===== src/hdl/tcgr_pkg.sv =====
// Shared types and constants of the text cell glyph rasterizer.
`timescale 1ns / 1ps
package tcgr_pkg;

    // Default font geometry
    localparam int GLYPH_LINES_DEF = 16;
    localparam int GLYPH_COUNT_DEF = 256;

    // Field widths fixed by the stream format
    localparam int GIDX_W  = 8;
    localparam int GLINE_W = 4;
    localparam int FBYTE_W = 8;
    localparam int CELL_W  = 8;
    localparam int COLOR_W = 32;
    localparam int PIX_N   = 9;
    localparam int S_DATA_W = 104;
    localparam int M_DATA_W = PIX_N * COLOR_W;

    // Configuration port
    localparam int CFG_IDX_W  = 3;
    localparam int CFG_DATA_W = 8;
    localparam logic [CFG_IDX_W-1:0] CFG_CURSOR_ENABLE  = 3'd0;
    localparam logic [CFG_IDX_W-1:0] CFG_CURSOR_COL     = 3'd1;
    localparam logic [CFG_IDX_W-1:0] CFG_CURSOR_ROW     = 3'd2;
    localparam logic [CFG_IDX_W-1:0] CFG_COLUMNS_IN_USE = 3'd3;
    localparam logic [CFG_IDX_W-1:0] CFG_ROWS_IN_USE    = 3'd4;

    localparam logic              CURSOR_ENABLE_RST  = 1'b1;
    localparam logic [CELL_W-1:0] CURSOR_COL_RST     = 8'd0;
    localparam logic [CELL_W-1:0] CURSOR_ROW_RST     = 8'd0;
    localparam logic [CELL_W-1:0] COLUMNS_IN_USE_RST = 8'd80;
    localparam logic [CELL_W-1:0] ROWS_IN_USE_RST    = 8'd25;

    // Item kinds carried on s_tuser
    localparam logic OP_LOAD   = 1'b0;
    localparam logic OP_RENDER = 1'b1;

    // Color shaping
    localparam logic [8:0]        BOLD_LIFT       = 9'd63;
    localparam logic [7:0]        BYTE_MAX        = 8'd255;
    localparam logic [GIDX_W-1:0] LINE_DRAW_FIRST = 8'hB0;
    localparam logic [GIDX_W-1:0] LINE_DRAW_LAST  = 8'hDF;

    typedef logic [PIX_N-1:0][COLOR_W-1:0] pix_row_t;

    // Per-item control decided at the input register
    typedef struct packed {
        logic render_ok;   // render, glyph in font, cell on grid
        logic solid;       // whole line in foreground
        logic line_draw;   // ninth pixel repeats bit 0
        logic bold;
    } shade_ctrl_t;

endpackage


===== src/hdl/tcgr_shade.sv =====
// Pixel composer: glyph bits and colors to nine pixel colors.
`timescale 1ns / 1ps
module tcgr_shade
    import tcgr_pkg::*;
(
    input  shade_ctrl_t        ctrl,
    input  logic [FBYTE_W-1:0] glyph_bits,
    input  logic [COLOR_W-1:0] fg_color,
    input  logic [COLOR_W-1:0] bg_color,
    output pix_row_t           pix,
    output logic               drawn
);

    function automatic logic [7:0] lift_byte(input logic [7:0] v);
        logic [8:0] sum;
        begin
            sum = {1'b0, v} + BOLD_LIFT;
            lift_byte = sum[8] ? BYTE_MAX : sum[7:0];
        end
    endfunction

    logic [COLOR_W-1:0] fg_eff;
    logic [COLOR_W-1:0] last_color;

    always_comb begin
        if (ctrl.bold) begin
            fg_eff = {8'd0, lift_byte(fg_color[23:16]), lift_byte(fg_color[15:8]),
                      lift_byte(fg_color[7:0])};
        end else begin
            fg_eff = fg_color;
        end
    end

    always_comb begin
        last_color = (ctrl.line_draw && glyph_bits[0]) ? fg_eff : bg_color;
        for (int k = 0; k < 8; k++) begin
            if (!ctrl.render_ok) begin
                pix[k] = '0;
            end else begin
                // Most significant glyph bit is the leftmost pixel
                pix[k] = (ctrl.solid || glyph_bits[7-k]) ? fg_eff : bg_color;
            end
        end
        if (!ctrl.render_ok) begin
            pix[8] = '0;
        end else begin
            pix[8] = ctrl.solid ? fg_eff : last_color;
        end
    end

    assign drawn = ctrl.render_ok;

endmodule


===== config.mk =====
export PLATFORM = sky130hd
export DESIGN_NAME = tcgr_shade
export DESIGN_NICKNAME = d
export VERILOG_FILES = /design/src/hdl/tcgr_pkg.sv /design/src/hdl/tcgr_shade.sv
export SDC_FILE = /design/constraint.sdc
export NUM_CORES = 1
export LEC_CHECK = 0
export BUFFER_PORTS_ARGS = -buffer_cell sky130_fd_sc_hd__buf_4
export CELL_PAD_IN_SITES_DETAIL_PLACEMENT = 0
export CELL_PAD_IN_SITES_GLOBAL_PLACEMENT = 2
export CORE_ASPECT_RATIO = 1.5
export CORE_UTILIZATION = 20
export DETAILED_ROUTE_END_ITERATION = 8
export PLACE_DENSITY_LB_ADDON = 0.3
export SETUP_SLACK_MARGIN = 0.5
export SLEW_MARGIN = 15
export SYNTH_ARGS = -nofsm -noshare
export SYNTH_HDL_FRONTEND = slang
export SYNTH_SLANG_ARGS = --single-unit

===== constraint.sdc =====
create_clock -name vclk -period 4.3
set_clock_uncertainty 0.15 [all_clocks]
set_input_delay 0.645 -clock vclk [all_inputs]
set_output_delay 0.645 -clock vclk [all_outputs]
set_load 0.02 [all_outputs]

==> results of run 1 <==
[worst min path at each step]
stage	startpoint	endpoint	depth (start not counted)
floorplan	ctrl[3]	drawn	1
global placement	glyph_bits[7]	pix[4]	5
detailed placement	glyph_bits[7]	pix[12]	5
CTS	glyph_bits[7]	pix[12]	5
global route	bg_color[16]	pix[272]	4
finish	glyph_bits[7]	pix[12]	5
[synthesized netlist by cell type, types with 11 or more instances]
cell type	count
sky130_fd_sc_hd__nand2_1	199
sky130_fd_sc_hd__o22ai_1	110
sky130_fd_sc_hd__and2_1	101
sky130_fd_sc_hd__o21ai_0	99
sky130_fd_sc_hd__clkbuf_1	81
sky130_fd_sc_hd__a21boi_0	57
sky130_fd_sc_hd__o211ai_1	27
sky130_fd_sc_hd__o31ai_1	27
sky130_fd_sc_hd__nor2_1	22
sky130_fd_sc_hd__o32ai_1	18
sky130_fd_sc_hd__buf_1	17
sky130_fd_sc_hd__nand3_1	13
sky130_fd_sc_hd__a21oi_1	12
sky130_fd_sc_hd__buf_2	11
[layout make-up]
| cell class | count | share of cell area [%] |
|---|---|---|
| multi-input cells | 762 | 56.44 |
| repair buffers | 397 | 38.10 |
| well taps | 319 | 5.080 |
| inverters | 8 | 0.3822 |
[per-layer routing]
layer | vias to the layer above | global-route usage (%) | part of all wire [%]
met4 | 0 | 4.866 | 2.0
met2 | 356 | 47.14 | 52
met3 | 35 | 4.591 | 7.8
met5 | - | 0 | 0
met1 | 3456 | 27.63 | 38
li1 | 3778 | - | -
[critical path, delay by kind of cell]
family                     cells  cell delay, ps
adders and majority gates      1             190
and+or+nand+nor                1             520
AOI/OAI and AO/OA              3            1080
buffers and inverters          3             410
[metrics by stage]
stage	utilization, %	cell area (um^2)	setup WS, ps
2_1_floorplan	-	4882	1071
3_3_place_gp	32.97	7856	692.8
3_5_place_dp	32.97	7856	660.9
4_1_cts	32.97	7856	655.7
5_1_grt	32.97	7856	535.9
6_report	32.97	7856	657.6
[power groups by stage]
stage	registers, W	logic (W)	clock network [W]
after floorplan	0	0.000700	0
after global placement	0	0.00127	0
after detailed placement	0	0.00127	0
after CTS	0	0.00127	0
after global routing	0	0.00135	0
final	0	0.00127	0
[cells by family (layout without fill, tap and decap cells)]
logic type / Yosys count / count (layout) / share of synthesized area [%]
compound gates: 382 / 382 / 51.64
simple gates: 370 / 370 / 36.47
buf+inv: 119 / 405 / 9.662
mux: 6 / 6 / 1.281
fa+ha+maj: 3 / 3 / 0.7689
xor+xnor: 1 / 1 / 0.1794
==> out/results.tsv, run 1 <==
metric	value	unit
outcome	finished clean	
combinationalPowerShare	100.0	%
floorplan.io_pins	365	
area_used_by_multi_input_combinational_logic	4434	um^2
worstSetupStartpointType	input port	
maxSlewHeadroom	39.99	%
number_of_setup_violations_in_the_final_report	0	
net_switching_fraction_of_the_power	61.69	%
dr.first_iter.drc_count	373	
max_cap_violations	0	
netlist.top_cell.by_area	sky130_fd_sc_hd__nand2_1	
layout_min_cycle_time	3642	ps
maxSlewViolCount	0	
dp.final_hpwl	24900	um
route.vias.total	7625	
hold-worst-slack	1561	ps
areaGrowthSynthToFinish	60.92	%
cp_common_cell	sky130_fd_sc_hd__buf_4	
cts-resized-gates	0	
dp_cells	1486	
synth.lib_cells_used.distinct	52	
clock_buffer_count	0	
pwr-share-seq	0	%
critPathSlowestCell	sky130_fd_sc_hd__o22ai_2	
drive_above_1_share	36.25	%
core-area	23830	um^2
final_net_count	1248	
drt-total-wl	32710	um
synth_top_area_share	15.30	%
detail-route-antenna-nets	0	
setup_tns	0	ps
global_route_usage_over_all_layers	24.69	%
timing.setup.critical_path_class	input port to output port	
rsz_0062_raised_after_global_routing	false	
total_power	0.001266	W
ir_worst_vdd	0.06337	mV
design.seq.count	0	
insertedDiodeCount	0	
drt-wirelength-per-cell	22.01	um
max_freq	274.5	MHz
critPathRequiredTime	3500	ps
syn-num-nets	960	
top_cells_by_area_in_the_synthesized_netlist	sky130_fd_sc_hd__nand2_1 15%, sky130_fd_sc_hd__o22ai_1 14%, sky130_fd_sc_hd__and2_1 13%	
postCtsHoldBufs	0	
cp-startpoint	fg_color[0]	
mostFrequentLayoutCell	sky130_fd_sc_hd__buf_4	
internal_power	0.0004851	W
worstPathMaxFanout	11	
post_synth_instance_area	4882	um^2
place.gp.congestion	0.8188	
share_of_the_yosys_chip_area_belonging_to_registers	0	%
worst_margin_slew	875.1	ps
worst_hold_path_type	input port to output port	
die_width	129.6	um
cp_slowest_stage_delay	580	ps
overflow	0	
largest_net_degree_at_the_start_of_global_routing	155	
p_per_area	161.1	nW/um^2
p_leak	3.518	nW
syn-instance-count	881	
grt_antenna_before_repair	0	
hold_viol	0	
post-route-drc-count	0	
final_cell_count_no_fill	1486	
post-route-period-util	84.71	%
relative_contribution_of_the_clock_network_to_total_power	0	%
die_area	25050	um^2
global_route_wire_length_before_repair	47380	um
critical_path.endpoint	pix[161]	
post_cts.repair.setup_buffers	0	
worstSetupEndpointType	output port	
layout_common_cells	396 x sky130_fd_sc_hd__buf_4, 199 x sky130_fd_sc_hd__nand2_1, 110 x sky130_fd_sc_hd__o22ai_1, 101 x sky130_fd_sc_hd__and2_1, 99 x sky130_fd_sc_hd__o21ai_0	
std_cell_rows	69	
fill_cells	2753	
drtPass1Iterations	5	
yosys_warnings	0	
cp_data_arrival_time	2850	ps
sequential_cell_area	0	um^2
buffer_ports.inserted	365	
total_switching_power	0.0007809	W
post_drt_via_cell_ratio	5.131	
cp_cell_sequence	buf_4 -> inv_1 -> ha_1 -> or4b_4 -> o21a_1 -> o22ai_2 -> o22ai_1 -> buf_4	
die_boundary_height	193.4	um
syn_area_per_cell	5.542	um^2
via_count_of_the_first_global_routing_pass	7417	
floorplan.initialDensity	20.49	%
Note: power is estimated with default switching activity, not from simulation.
==> run 2, diff against run 1 <==
- CORE_UTILIZATION: 20 -> 17
- clock period: 4.3 -> 3.3 ns (I/O delays scaled with it)
==> out/results.tsv, run 2 (synthesized netlist as in run 1, its figures left out) <==
metric	value	unit	change
critPathSlowestCell	sky130_fd_sc_hd__or4b_4		was sky130_fd_sc_hd__o22ai_2
worstSetupStartpointType	input port		unchanged
outcome	finished clean		unchanged
clock_buffer_count	0		unchanged
largest_net_degree_at_the_start_of_global_routing	88		was 155
worstPathMaxFanout	5		was 11
die_width	140.4	um	was 129.6 um
maxSlewViolCount	0		unchanged
std_cell_rows	75		was 69
areaGrowthSynthToFinish	88.95	%	was 60.92%
layout_min_cycle_time	2921	ps	
cp_data_arrival_time	2280	ps	was 2850 ps
worstSetupEndpointType	output port		unchanged
drt-wirelength-per-cell	23.33	um	was 22.01 um
placed_instance_area	8049	um^2	was 7856 um^2
buffer_ports.inserted	365		unchanged
cp_slowest_stage_delay	470	ps	was 580 ps
floorplan.initialDensity	17.40	%	was 20.49%
max_freq	342.4	MHz	
mostFrequentLayoutCell	sky130_fd_sc_hd__buf_4		unchanged
drtPass1Iterations	5		unchanged
setup_tns	0	ps	unchanged
global_route_usage_over_all_layers	22.81	%	was 24.69%
critPathRequiredTime	2650	ps	was 3500 ps
post-route-cell-area	9225	um^2	was 7856 um^2
overflow	0		unchanged
dr.first_iter.drc_count	364		was 373
fill_cells	3122		was 2753
ir_worst_vdd	0.09608	mV	was 0.06337 mV
final_net_count	1298		was 1248
post-route-drc-count	0		unchanged
worst_margin_slew	930.5	ps	was 875.1 ps
cp.buffers_inverters	5		was 3
maxSlewHeadroom	37.82	%	was 39.99%
cp_cell_sequence	buf_8 -> inv_4 -> ha_4 -> or4b_4 -> buf_6 -> o21ai_4 -> mux2i_4 -> buf_6 -> o22ai_2 -> buf_6		was buf_4 -> inv_1 -> ha_1 -> or4b_4 -> o21a_1 -> o22ai_2 -> o22ai_1 -> buf_4
insertedDiodeCount	0		unchanged
cp_common_cell	sky130_fd_sc_hd__buf_6		was sky130_fd_sc_hd__buf_4
route.vias.total	8057		was 7625
drive_above_1_share	45.44	%	was 36.25%
core-area	28060	um^2	was 23830 um^2
rsz_0062_raised_after_global_routing	true		was false
place.gp.congestion	0.8187		was 0.8188
p_per_area	207.2	nW/um^2	was 161.1 nW/um^2
grt_antenna_before_repair	0		unchanged
layout_common_cells	383 x sky130_fd_sc_hd__buf_4, 194 x sky130_fd_sc_hd__nand2_1, 101 x sky130_fd_sc_hd__and2_1, 91 x sky130_fd_sc_hd__o21ai_0, 78 x sky130_fd_sc_hd__o22ai_1		was 396 x sky130_fd_sc_hd__buf_4, 199 x sky130_fd_sc_hd__nand2_1, 110 x sky130_fd_sc_hd__o22ai_1, 101 x sky130_fd_sc_hd__and2_1, 99 x sky130_fd_sc_hd__o21ai_0
post-route-period-util	88.50	%	
max_cap_violations	0		unchanged
global_route_wire_length_before_repair	51080	um	was 47380 um
detail-route-antenna-nets	0		unchanged
post_drt_via_cell_ratio	5.155		was 5.131
worst_hold_path_type	input port to output port		unchanged
cpLargestDelayFamily	buffers and inverters		was compound AO/OA/AOI/OAI gates
p_leak	3.963	nW	was 3.518 nW
die_area	29410	um^2	was 25050 um^2
drt-total-wl	36470	um	was 32710 um
postCtsHoldBufs	0		unchanged
hold_viol	0		unchanged
floorplan.io_pins	365		unchanged
design.seq.count	0		unchanged
via_count_of_the_first_global_routing_pass	7876		was 7417
timing.setup.critical_path_class	input port to output port		unchanged
sequential_cell_area	0	um^2	unchanged
number_of_setup_violations_in_the_final_report	0		unchanged
die_boundary_height	209.6	um	was 193.4 um
dp.final_hpwl	26610	um	was 24900 um
-- run 2: cell count changes in the layout (fill, tap and decap cells not counted), sizes merged --
cell | previous run | this run
buf | 397 | 447
-- run 2: final timing paths --
check	start	end	cells past startpoint
max	fg_color[0]	pix[230]	10
min	bg_color[3]	pix[99]	4
-- run 2: cell type report --
class	instances	area [um^2]	share of cell area, %
Multi-Input combinational cell	762	5064	54.89
Timing Repair Buffer	447	3679	39.88
Inverter	8	50.05	0.5425
Tap cell	346	432.9	4.693
-- run 2: where the power goes --
| part | internal, W | switching [W] | total, W |
|---|---|---|---|
| logic | 0.000775 | 0.00114 | 0.00191 |
| registers | 0 | 0 | 0 |
| clock network | 0 | 0 | 0 |
| total | 0.000775 | 0.00114 | 0.00191 |
-- run 2: layer usage --
layer	routed length (um)	track usage, %	vias up	share of wire (%)
li1	-	-	3877	-
met1	13880	25.07	3735	38
met2	19060	44.09	381	52
met3	2175	3.308	64	6.0
met4	1349	7.389	0	3.7
met5	0	0	-	0
-- run 2: metrics by stage --
step | power (W) | setup WS [ps] | hold WS (ps) | util (%) | instances
after detailed placement | 0.001694 | 124.1 | 1270 | 28.69 | 1527
after global routing | 0.002022 | 339.8 | 1289 | 32.88 | 1563
final | 0.001912 | 379.5 | 1261 | 32.88 | 1563
after floorplan | 0.0009128 | 465.7 | 952.6 | - | 881
after global placement | 0.001704 | 160.3 | 1262 | 28.69 | 1527
after CTS | 0.001792 | 397.9 | 1265 | 30.56 | 1543
-- run 2: timing repair --
item / in CTS / in global routing
gates cloned: 2 / 5
resized for setup: 92 / 123
buffers inserted: 14 / 15
pin swaps: 9 / 13
setup endpoints to repair: 142 / 163
-- run 2: worst min-delay path: stages --
cell                       delay [ps]
sky130_fd_sc_hd__buf_4            150
sky130_fd_sc_hd__nand2_1           60
sky130_fd_sc_hd__a21boi_1          50
sky130_fd_sc_hd__buf_4            160
